<file path="src/design/wva_pkg.sv">
`timescale 1ns / 1ps
`default_nettype none
package wva_pkg;

  localparam int COUNT_LIMIT_DEF  = 4094;
  localparam int CORDIC_STEPS_DEF = 16;

  // Field widths
  localparam int ActW  = 2;
  localparam int SpdW  = 16;
  localparam int AngW  = 16;
  localparam int CntW  = 12;
  localparam int SumW  = 40;

  // Action codes
  localparam logic [ActW-1:0] ACT_RECORD = 2'd0;
  localparam logic [ActW-1:0] ACT_READ   = 2'd1;
  localparam logic [ActW-1:0] ACT_CLEAR  = 2'd2;

  // CORDIC gain compensation, 0.6072529350 in Q0.32
  localparam logic [31:0] KINV = 32'd2608131496;

  // atan(2^-i) with 2^32 to a full circle
  function automatic logic [31:0] atan_entry(input logic [4:0] idx);
    logic [31:0] r;
    case (idx)
      5'd0:  r = 32'h20000000;
      5'd1:  r = 32'h12E4051E;
      5'd2:  r = 32'h09FB385B;
      5'd3:  r = 32'h051111D4;
      5'd4:  r = 32'h028B0D43;
      5'd5:  r = 32'h0145D7E1;
      5'd6:  r = 32'h00A2F61E;
      5'd7:  r = 32'h00517C55;
      5'd8:  r = 32'h0028BE53;
      5'd9:  r = 32'h00145F2F;
      5'd10: r = 32'h000A2F98;
      5'd11: r = 32'h000517CC;
      5'd12: r = 32'h00028BE6;
      5'd13: r = 32'h000145F3;
      5'd14: r = 32'h0000A2FA;
      5'd15: r = 32'h0000517D;
      5'd16: r = 32'h000028BE;
      5'd17: r = 32'h0000145F;
      5'd18: r = 32'h00000A30;
      5'd19: r = 32'h00000518;
      5'd20: r = 32'h0000028C;
      5'd21: r = 32'h00000146;
      5'd22: r = 32'h000000A3;
      5'd23: r = 32'h00000051;
      default: r = 32'h0;
    endcase
    return r;
  endfunction

endpackage
`default_nettype wire

</file>
<file path="src/design/wva_if.sv">
`timescale 1ns / 1ps
`default_nettype none
interface wva_in_if;
  logic        valid;
  logic        ready;
  logic [1:0]  action;
  logic [15:0] speed;
  logic [15:0] direction;

  modport source (output valid, action, speed, direction, input ready);
  modport sink   (input valid, action, speed, direction, output ready);
endinterface

interface wva_out_if;
  logic               valid;
  logic               ready;
  logic [15:0]        mean_speed;
  logic [15:0]        mean_direction;
  logic [11:0]        samples;
  logic signed [39:0] sum_x;
  logic signed [39:0] sum_y;

  modport source (output valid, mean_speed, mean_direction, samples, sum_x, sum_y,
                  input ready);
  modport sink   (input valid, mean_speed, mean_direction, samples, sum_x, sum_y,
                  output ready);
endinterface
`default_nettype wire

</file>
<file path="src/design/wva_mulk.sv">
`timescale 1ns / 1ps
`default_nettype none
// Bit-serial multiply by KINV, one operand bit per cycle while run_i is high, LSB first.
// Once all W operand bits have been shifted through, the product is {hi_o, lo_o}.
module wva_mulk #(
  parameter int W = 16
) (
  input  logic         clk_i,
  input  logic         load_i,
  input  logic [W-1:0] op_i,
  input  logic         run_i,
  output logic [31:0]  hi_o,
  output logic [W-1:0] lo_o
);
  import wva_pkg::*;

  logic [31:0]  p_q;
  logic [W-1:0] l_q;
  logic [32:0]  sum;

  assign sum = {1'b0, p_q} + (l_q[0] ? {1'b0, KINV} : 33'd0);

  always_ff @(posedge clk_i) begin
    if (load_i) begin
      p_q <= '0;
      l_q <= op_i;
    end else if (run_i) begin
      p_q <= sum[32:1];
      l_q <= {sum[0], l_q[W-1:1]};
    end
  end

  assign hi_o = p_q;
  assign lo_o = l_q;
endmodule
`default_nettype wire

</file>
<file path="src/design/wind_vector_averager_unit.sv">
`timescale 1ns / 1ps
`default_nettype none
// Flow: a read item goes straight to the output register; a record item passes through
//   the serial speed*KINV multiply, the rotation CORDIC, accumulate, vectoring setup, the
//   vectoring CORDIC one step a cycle, the serial magnitude scale, the range check and the
//   restoring divider; a zero sum or a saturated mean skips the later steps.
// A new item is taken only after the last is loaded; a full output register holds the core.
// Reset: asynchronous active low; clears accumulators, count, means and handshake.
`default_nettype none
module wind_vector_averager_unit #(
  parameter int COUNT_LIMIT  = wva_pkg::COUNT_LIMIT_DEF,
  parameter int CORDIC_STEPS = wva_pkg::CORDIC_STEPS_DEF
) (
  input  logic      clk_i,
  input  logic      rst_ni,
  wva_in_if.sink    in_i,
  wva_out_if.source out_o
);
  import wva_pkg::*;

  localparam int          XW    = 63;   // CORDIC datapath width
  localparam int          MW    = 62;   // magnitude width
  localparam logic [15:0] LIMIT = 16'(COUNT_LIMIT);
  localparam logic [5:0]  LastStep = 6'(CORDIC_STEPS - 1);

  typedef enum logic [3:0] {
    S_IDLE, S_RMUL, S_ROT, S_ACC, S_VINIT, S_VEC, S_KMUL, S_MAG, S_NORM, S_DIV, S_DONE
  } state_e;

  state_e state_q;
  logic [5:0] step_q;
  logic       clr_q;
  logic [15:0] dir_q;

  // accumulated state
  logic signed [SumW-1:0] acc_x_q, acc_y_q;
  logic [CntW-1:0]        count_q;
  logic [SpdW-1:0]        avg_spd_q;
  logic [AngW-1:0]        avg_ang_q;

  // CORDIC datapath
  logic signed [XW-1:0] xs_q, ys_q, xs_d, ys_d, dx, dy;
  logic signed [33:0]   zs_q, zs_d, at;
  logic                 ccw, rot_mode;

  logic [MW-1:0]   mag_q;
  logic [CntW-1:0] rem_q;
  logic [15:0]     nq_q;

  // output register
  logic        out_valid_q;
  logic        out_valid_d;
  logic [15:0] o_spd_q, o_ang_q;
  logic [11:0] o_cnt_q;
  logic signed [39:0] o_sx_q, o_sy_q;
  logic        out_load;

  // serial multipliers
  logic [31:0]    m16_hi, m62_hi;
  logic [15:0]    m16_lo;
  logic [MW-1:0]  m62_lo, m62_op;
  logic           last;
  logic           accept;

  assign accept   = in_i.valid && in_i.ready;
  assign in_i.ready = (state_q == S_IDLE);
  assign out_load = (state_q == S_DONE) && (!out_valid_q || out_o.ready);
  // load wins over a handoff in the same cycle; otherwise drop after handoff
  assign out_valid_d = out_load ? 1'b1 :
                       (out_valid_q && out_o.ready) ? 1'b0 : out_valid_q;

  assign out_o.valid          = out_valid_q;
  assign out_o.mean_speed     = o_spd_q;
  assign out_o.mean_direction = o_ang_q;
  assign out_o.samples        = o_cnt_q;
  assign out_o.sum_x          = o_sx_q;
  assign out_o.sum_y          = o_sy_q;

  wva_mulk #(.W(16)) u_mul_spd (
    .clk_i  (clk_i),
    .load_i (accept),
    .op_i   (in_i.speed),
    .run_i  (state_q == S_RMUL),
    .hi_o   (m16_hi),
    .lo_o   (m16_lo)
  );

  wva_mulk #(.W(MW)) u_mul_mag (
    .clk_i  (clk_i),
    .load_i (state_q == S_VEC && last),
    .op_i   (m62_op),
    .run_i  (state_q == S_KMUL),
    .hi_o   (m62_hi),
    .lo_o   (m62_lo)
  );

  // One CORDIC micro-rotation per cycle, shared by rotation and vectoring.
  assign rot_mode = (state_q == S_ROT);
  assign dx = ys_q >>> step_q[4:0];
  assign dy = xs_q >>> step_q[4:0];
  assign at = {2'b00, atan_entry(step_q[4:0])};
  // rotation: turn toward z = 0; vectoring: turn toward y = 0 (y <= 0 goes ccw)
  assign ccw = rot_mode ? !zs_q[33] : (ys_q[XW-1] || (ys_q == '0));

  always_comb begin
    if (ccw) begin
      xs_d = xs_q - dx;
      ys_d = ys_q + dy;
      zs_d = zs_q - at;
    end else begin
      xs_d = xs_q + dx;
      ys_d = ys_q - dy;
      zs_d = zs_q + at;
    end
  end

  // clamp a negative vectoring result to zero before scaling
  assign m62_op = (xs_d[XW-1] || xs_d == '0) ? '0 : xs_d[MW-1:0];

  // the speed product is sampled in the cycle after its sixteenth bit settles
  assign last = (state_q == S_RMUL) ? (step_q == 6'd16) :
                (state_q == S_KMUL) ? (step_q == 6'(MW - 1)) :
                (state_q == S_DIV)  ? (step_q == 6'd15) : (step_q == LastStep);

  // datapath helpers
  logic signed [XW-1:0] rnd_x, rnd_y, vx0, vy0;
  logic signed [SumW-1:0] hx, hy;
  logic [CntW-1:0] hc;
  logic halve, fold;
  logic [MW-1:0] mag_d;
  logic [MW:0]   nsum;
  logic [42:0]   nval;
  logic [12:0]   trial;
  logic [15:0]   z_rnd;

  assign fold  = dir_q[15] ^ dir_q[14];
  assign halve = ({4'b0, count_q} >= LIMIT);
  assign hx    = halve ? (acc_x_q >>> 1) : acc_x_q;
  assign hy    = halve ? (acc_y_q >>> 1) : acc_y_q;
  assign hc    = halve ? (count_q >> 1) : count_q;
  assign rnd_x = (xs_q + XW'(32768)) >>> 16;
  assign rnd_y = (ys_q + XW'(32768)) >>> 16;
  assign vx0   = {{(XW-SumW-20){acc_x_q[SumW-1]}}, acc_x_q, 20'b0};
  assign vy0   = {{(XW-SumW-20){acc_y_q[SumW-1]}}, acc_y_q, 20'b0};
  assign mag_d = {m62_hi, m62_lo[MW-1:32]} + MW'(m62_lo[31]);
  assign nsum  = {1'b0, mag_q} + (MW+1)'({count_q, 19'b0});
  assign nval  = nsum[MW:20];
  assign trial = {rem_q, nq_q[15]};
  assign z_rnd = 16'((zs_q[31:0] + 32'h8000) >> 16);

  always_ff @(posedge clk_i or negedge rst_ni) begin
    if (!rst_ni) begin
      state_q     <= S_IDLE;
      step_q      <= '0;
      clr_q       <= 1'b0;
      out_valid_q <= 1'b0;
      acc_x_q     <= '0;
      acc_y_q     <= '0;
      count_q     <= '0;
      avg_spd_q   <= '0;
      avg_ang_q   <= '0;
    end else begin
      out_valid_q <= out_valid_d;
      case (state_q)
        S_IDLE: begin
          step_q <= '0;
          if (accept) begin
            dir_q <= in_i.direction;
            clr_q <= (in_i.action == ACT_CLEAR);
            state_q <= (in_i.action == ACT_RECORD) ? S_RMUL : S_DONE;
          end
        end
        S_RMUL: begin
          step_q <= step_q + 6'd1;
          if (last) begin
            // start vector: speed*KINV >> 16, folded into the right half plane
            step_q <= '0;
            xs_q   <= fold ? -XW'(m16_hi) : XW'(m16_hi);
            ys_q   <= '0;
            zs_q   <= 34'(signed'({dir_q[15] ^ fold, dir_q[14:0], 16'b0}));
            state_q <= S_ROT;
          end
        end
        S_ROT, S_VEC: begin
          xs_q <= xs_d;
          ys_q <= ys_d;
          zs_q <= zs_d;
          step_q <= step_q + 6'd1;
          if (last) begin
            step_q  <= '0;
            state_q <= (state_q == S_ROT) ? S_ACC : S_KMUL;
          end
        end
        S_ACC: begin
          acc_x_q <= hx + rnd_x[SumW-1:0];
          acc_y_q <= hy + rnd_y[SumW-1:0];
          count_q <= hc + CntW'(1);
          state_q <= S_VINIT;
        end
        S_VINIT: begin
          if (acc_x_q == '0 && acc_y_q == '0) begin
            avg_spd_q <= '0;
            avg_ang_q <= '0;
            state_q   <= S_DONE;
          end else begin
            // fold the left half plane over, starting at half a circle
            xs_q <= acc_x_q[SumW-1] ? -vx0 : vx0;
            ys_q <= acc_x_q[SumW-1] ? -vy0 : vy0;
            zs_q <= acc_x_q[SumW-1] ? 34'h0_8000_0000 : '0;
            state_q <= S_VEC;
          end
        end
        S_KMUL: begin
          step_q <= step_q + 6'd1;
          if (last) begin
            step_q  <= '0;
            state_q <= S_MAG;
          end
        end
        S_MAG: begin
          mag_q     <= mag_d;
          avg_ang_q <= z_rnd;
          if (count_q == '0) begin
            avg_spd_q <= '0;
            state_q   <= S_DONE;
          end else begin
            state_q <= S_NORM;
          end
        end
        S_NORM: begin
          if (nval >= {15'b0, count_q, 16'b0}) begin
            avg_spd_q <= 16'hFFFF;
            state_q   <= S_DONE;
          end else begin
            rem_q   <= nval[27:16];
            nq_q    <= nval[15:0];
            state_q <= S_DIV;
          end
        end
        S_DIV: begin
          // restoring divide, one quotient bit a cycle
          if (trial >= {1'b0, count_q}) begin
            rem_q <= 12'(trial - {1'b0, count_q});
            nq_q  <= {nq_q[14:0], 1'b1};
          end else begin
            rem_q <= trial[11:0];
            nq_q  <= {nq_q[14:0], 1'b0};
          end
          step_q <= step_q + 6'd1;
          if (last) begin
            // store the quotient including the bit decided this cycle
            avg_spd_q <= {nq_q[14:0], (trial >= {1'b0, count_q})};
            step_q    <= '0;
            state_q   <= S_DONE;
          end
        end
        S_DONE: begin
          if (out_load) begin
            o_spd_q <= avg_spd_q;
            o_ang_q <= avg_ang_q;
            o_cnt_q <= count_q;
            o_sx_q  <= acc_x_q;
            o_sy_q  <= acc_y_q;
            if (clr_q) begin
              acc_x_q   <= '0;
              acc_y_q   <= '0;
              count_q   <= '0;
              avg_spd_q <= '0;
              avg_ang_q <= '0;
            end
            state_q <= S_IDLE;
          end
        end
        default: state_q <= S_IDLE;
      endcase
    end
  end

  // the divider remainder always stays below the divisor
  a_div_rem: assert property (@(posedge clk_i) disable iff (!rst_ni)
    (state_q == S_DIV) |-> (rem_q < count_q))
    else $error("divider remainder out of range");

  // read-and-clear leaves empty accumulators behind
  a_clear: assert property (@(posedge clk_i) disable iff (!rst_ni)
    (out_load && clr_q) |=> (acc_x_q == '0 && acc_y_q == '0 && count_q == '0))
    else $error("clear did not zero the accumulators");

  // a read item skips the compute path
  a_read_path: assert property (@(posedge clk_i) disable iff (!rst_ni)
    (accept && in_i.action != ACT_RECORD) |=> (state_q == S_DONE))
    else $error("read item entered the compute path");

endmodule
`default_nettype wire
</file>
<file path="src/flat_wrapper.sv">
// flat-port wrapper written by rule: the top's interface ports become plain ports
module wind_vector_averager_unit_flat import wva_pkg::*;
#(
  parameter int COUNT_LIMIT  = wva_pkg::COUNT_LIMIT_DEF,
  parameter int CORDIC_STEPS = wva_pkg::CORDIC_STEPS_DEF
)
  (clk_i, rst_ni, in_i_valid, in_i_action, in_i_speed, in_i_direction, in_i_ready, out_o_valid, out_o_mean_speed, out_o_mean_direction, out_o_samples, out_o_sum_x, out_o_sum_y, out_o_ready);
  wva_in_if in_i_i ();
  wva_out_if out_o_i ();
  input  logic clk_i;
  input  logic rst_ni;
  input wire logic [$bits(in_i_i.valid)-1:0] in_i_valid;
  input wire logic [$bits(in_i_i.action)-1:0] in_i_action;
  input wire logic [$bits(in_i_i.speed)-1:0] in_i_speed;
  input wire logic [$bits(in_i_i.direction)-1:0] in_i_direction;
  output wire logic [$bits(in_i_i.ready)-1:0] in_i_ready;
  output wire logic [$bits(out_o_i.valid)-1:0] out_o_valid;
  output wire logic [$bits(out_o_i.mean_speed)-1:0] out_o_mean_speed;
  output wire logic [$bits(out_o_i.mean_direction)-1:0] out_o_mean_direction;
  output wire logic [$bits(out_o_i.samples)-1:0] out_o_samples;
  output wire logic [$bits(out_o_i.sum_x)-1:0] out_o_sum_x;
  output wire logic [$bits(out_o_i.sum_y)-1:0] out_o_sum_y;
  input wire logic [$bits(out_o_i.ready)-1:0] out_o_ready;
  assign in_i_i.valid = in_i_valid;
  assign in_i_i.action = in_i_action;
  assign in_i_i.speed = in_i_speed;
  assign in_i_i.direction = in_i_direction;
  assign in_i_ready = in_i_i.ready;
  assign out_o_valid = out_o_i.valid;
  assign out_o_mean_speed = out_o_i.mean_speed;
  assign out_o_mean_direction = out_o_i.mean_direction;
  assign out_o_samples = out_o_i.samples;
  assign out_o_sum_x = out_o_i.sum_x;
  assign out_o_sum_y = out_o_i.sum_y;
  assign out_o_i.ready = out_o_ready;
  wind_vector_averager_unit #(.COUNT_LIMIT(COUNT_LIMIT), .CORDIC_STEPS(CORDIC_STEPS)) u_core (.clk_i(clk_i), .rst_ni(rst_ni), .in_i(in_i_i), .out_o(out_o_i));
endmodule
</file>
<file path="config.mk">
export PLATFORM = sky130hd
export DESIGN_NAME = wind_vector_averager_unit_flat
export DESIGN_NICKNAME = d
export VERILOG_FILES = /design/src/design/wva_pkg.sv /design/src/design/wva_if.sv /design/src/design/wva_mulk.sv /design/src/design/wind_vector_averager_unit.sv /design/src/flat_wrapper.sv
export SDC_FILE = /design/constraint.sdc
export NUM_CORES = 2
export LEC_CHECK = 0
export ABC_CLOCK_PERIOD_IN_PS = 21400
export BUFFER_PORTS_ARGS = -buffer_cell sky130_fd_sc_hd__buf_2
export CAP_MARGIN = 5
export CORE_MARGIN = 3
export CORE_UTILIZATION = 60
export CTS_CLUSTER_SIZE = 40
export DETAILED_ROUTE_END_ITERATION = 16
export MAX_ROUTING_LAYER = met4
export PLACE_DENSITY_LB_ADDON = 0.1
export SLEW_MARGIN = 5
export SYNTH_ARGS = -nofsm -noshare
export SYNTH_HDL_FRONTEND = slang
export SYNTH_HIERARCHICAL = 1
export SYNTH_SLANG_ARGS = --single-unit
</file>
<file path="constraint.sdc">
create_clock -name clk_i -period 21.4 [get_ports clk_i]
set_input_delay 5.35 -clock clk_i [delete_from_list [all_inputs] [get_ports clk_i]]
set_output_delay 5.35 -clock clk_i [all_outputs]
set_load 0.01 [all_outputs]
</file>
==> results by group <==
Routing
  – Remaining DRCs: 0
  – Via count: 53900
  – WL final: 211000 um
  – 1st-pass router iterations: 10
  – Vias/cell: 6.91
  – Drt wl/cell: 27.0 um
  – Post-DRT Antenna Nets: 0
  – 1st-iter DRT viols: 6706

CTS
  – CTS Buf Count: 76
  – Post-cts resize count: 0
  – Hold buffer count at CTS: 0
  – Clk slew on worst S/H paths: 0.06 ns
  – Post-CTS setup buffers: 0
  – Clock latency on the worst-skew pair: 0.68 ns
  – Root buffer cell: clkbuf_16
  – H-tree levels: 3
  – CTS tree: yes
  – Clk sinks: 649
  – Clk buf depth: 3

Power and ir drop
  – Static Leakage: 0.0245 uW
  – Cell area power density: 194 mW/mm^2
  – Worst IR drop on VDD: 0.157 mV
  – Final Power: 12300 uW

Run status
  – Status: finished, final reports clean

Synth
  – Mapped Avg Cell Area: 9.17 um^2
  – Syn Nets: 6879
  – Synth Flop Type: edfxtp_1
  – Post-synthesis cell area: 0.0597 mm^2
  – Register area share after synthesis: 30.4%
  – Synth top area cells: edfxtp_1 23%, ha_1 6.8%, dfrtp_1 5.7%
  – Yosys warning count: 6
  – Post-synth ARST share: 21.0%
  – Synth Register Bits: 649
  – Most area-hungry cell type in the Yosys netlist: edfxtp_1
  – Post-Syn Instances: 6509
  – Synth top area share: 22.6%
  – Yosys cell types: 120
  – Number of flops mapped to enable cells by yosys: 449

Finish
  – Fillers: 8145
  – Footprint of the multi-input gates: 0.0392 mm^2
  – Area Growth Syn to Fin: 6.43%
  – Util after Layout: 64.5%
  – Design area: 0.0635 mm^2
  – Register area: 0.0182 mm^2
  – Ratio of cells with drive above 1 in the final layout: 13.3%
  – Nets: 6808

STA
  – Endpoints failing setup: 0
  – Fmax achieved: 93.3 MHz
  – Minimum clock period: 10.72 ns
  – Slew margin rel.: 9.93%
  – Worst slew pin tran: 1.31 ns
  – Final cycle utilization of the critical path: 50.1%
  – Unrepaired setup endpoints after global routing: no
  – Total negative setup slack: 0 ns
  – Worst hold margin: 0.451 ns
  – Setup Skew: 0.0333 ns
  – Fin. max-slew vios: 0
  – Hold Fails Final Rpt: 0

Place
  – Gp weighted congestion: 1.09
  – DP HPWL: 157000 um
  – PortBufs: 163
  – Area after DPL: 0.0609 mm^2

Setup path
  – WP depth: 29
  – Crit path required time: 21.81 ns
  – Worst Setup End Kind: flop
  – FF-to-FF path depth: 29
  – Slowest-stage cell, CP: dfrtp_4
  – Top delay family on crit path: compound AO/OA/AOI/OAI gates
  – Worst path arrival time: 11.13 ns
  – Critical Path Fanout Max: 65
  – Worst setup SP type: flop
  – Crit Path Category: flop to flop
  – Buf/Inv on CP: 2
  – CP max stage delay: 1.12 ns

Die
  – I/O pin cnt: 164
  – Core Area: 0.0986 mm^2
  – Num rows: 115
  – Die H: 321 um
  – Die Wd: 321 um
  – Starting Density: 60.6%
  – Die area: 0.103 mm^2

Flow run
  – Maximum Capacitance Violations: 0

GRT
  – Initial antenna violation count: 6
  – Pin count of the biggest net entering global routing: 72
  – Gr usage total: 40.9%
  – Grt total ovfl: 0
  – Number of global-route vias before repair: 49300
  – First-pass GRT wire length: 313000 um

Hold path
  – Min-Delay Path Class: flop to flop
  – Worst Hold Path Cells: 0
[kinds of logic (layout without fill, tap and decap cells)]
group,count (synthesis),after routing,share of synthesized area (%)
AND/OR/NAND/NOR,1996,1996,16.0
AO/OA/AOI/OAI,1747,1747,18.8
XOR/XNOR,654,654,9.61
flip-flops,649,649,30.4
multiplexers,581,581,14.0
buffers and inverters,550,542,4.18
adder cells (fa/ha/maj),332,332,7.05
other,0,8,0
[cells in the mapped netlist, drive strengths merged (16+ instances only)]
| cell | number |
|---|---|
| o31ai | 71 |
| or2 | 27 |
| a221oi | 19 |
| inv | 168 |
| o41ai | 22 |
| nor3 | 124 |
| nand3 | 193 |
| xor2 | 308 |
| o221ai | 46 |
| a211oi | 49 |
| dfrtp | 136 |
| mux2i | 192 |
| nand2b | 62 |
| o211ai | 35 |
| and2 | 48 |
| nor2b | 52 |
| nor4 | 44 |
| nor2 | 503 |
| or4 | 23 |
| nand4 | 96 |
| o21bai | 32 |
| clkbuf | 234 |
| buf | 148 |
| nand2 | 641 |
| o31a | 16 |
| or3 | 31 |
| o21ai | 498 |
| ha | 325 |
| o21a | 41 |
| a31oi | 82 |
| mux2 | 216 |
| o22ai | 84 |
| a21oi | 411 |
| and4 | 18 |
| a21boi | 17 |
| xnor2 | 346 |
| dfxtp | 64 |
| a31o | 19 |
| a22o | 24 |
| mux4 | 173 |
| a21o | 149 |
| and3 | 90 |
| edfxtp | 449 |
[layout by cell type (no fill, tap or decap), drive strengths merged, types with 136 or more instances in the layout]
master    n
xor2    308
xnor2   346
nand2   641
mux2i   192
a21oi   411
buf     233
mux4    173
dfrtp   136
ha      325
edfxtp  449
o21ai   498
inv     171
nor2    503
a21o    149
mux2    216
nand3   193
[registers in the layout, summed over array words and instances (netlist names), 34 cells and up]
| name | cells |
|---|---|
| u_core/u_mul_mag/lo_o | 62 |
| u_core/out_o.sum_y | 40 |
| u_core/ys_q | 63 |
| u_core/xs_q | 63 |
| u_core/mag_q | 43 |
| u_core/acc_x_q | 40 |
| u_core/acc_y_q | 40 |
| u_core/out_o.sum_x | 40 |
| u_core/zs_q | 34 |
[per-layer routing]
layer	vias to the layer above	global-route usage, %	part of all wire (%)
met5	-	-	0
met2	3153	56.7	41
li1	24300	-	-
met3	534	9.08	11
met1	25900	56.2	41
met4	0	20.5	6.0
[final timing paths]
kind                                 startpoint                     endpoint  slack [ns]
min in group asynchronous                rst_ni            u_core/acc_y_q[4]        4.58
max in group asynchronous                rst_ni             u_core/step_q[0]       15.53
setup reg to reg               u_core/step_q[0]    u_core/u_mul_mag/lo_o[54]       10.68
hold / removal             u_core/avg_spd_q[11]  u_core/out_o.mean_speed[11]        0.45
setup / recovery               u_core/step_q[0]    u_core/u_mul_mag/lo_o[54]       10.68
hold reg to reg            u_core/avg_spd_q[11]  u_core/out_o.mean_speed[11]        0.45
[layout make-up]
class | count | share of cell area (%)
multi-input cells | 5310 | 61.6
flip-flops and latches | 649 | 28.6
clock buffers | 108 | 3.50
well taps | 1287 | 2.53
repair buffers | 233 | 2.12
inverters | 168 | 1.00
clock inverters | 33 | 0.540
diodes | 8 | 0.0315
[metrics by stage]
stage          setup slack (ns)  instances
2_1_floorplan             11.81       6509
3_3_place_gp              10.92       7647
3_5_place_dp              10.92       7647
4_1_cts                   10.85       7788
5_1_grt                   10.04       7795
6_report                  10.68       7796
[report_power, final]
part / switching [uW] / leakage [uW] / internal, uW
Combinational: 4870 / 0.0172 / 3410
Sequential: 767 / 0.00609 / 1900
Clock: 561 / 0.00126 / 789
Total: 6200 / 0.0245 / 6100
(Power assumes the default switching activity.)
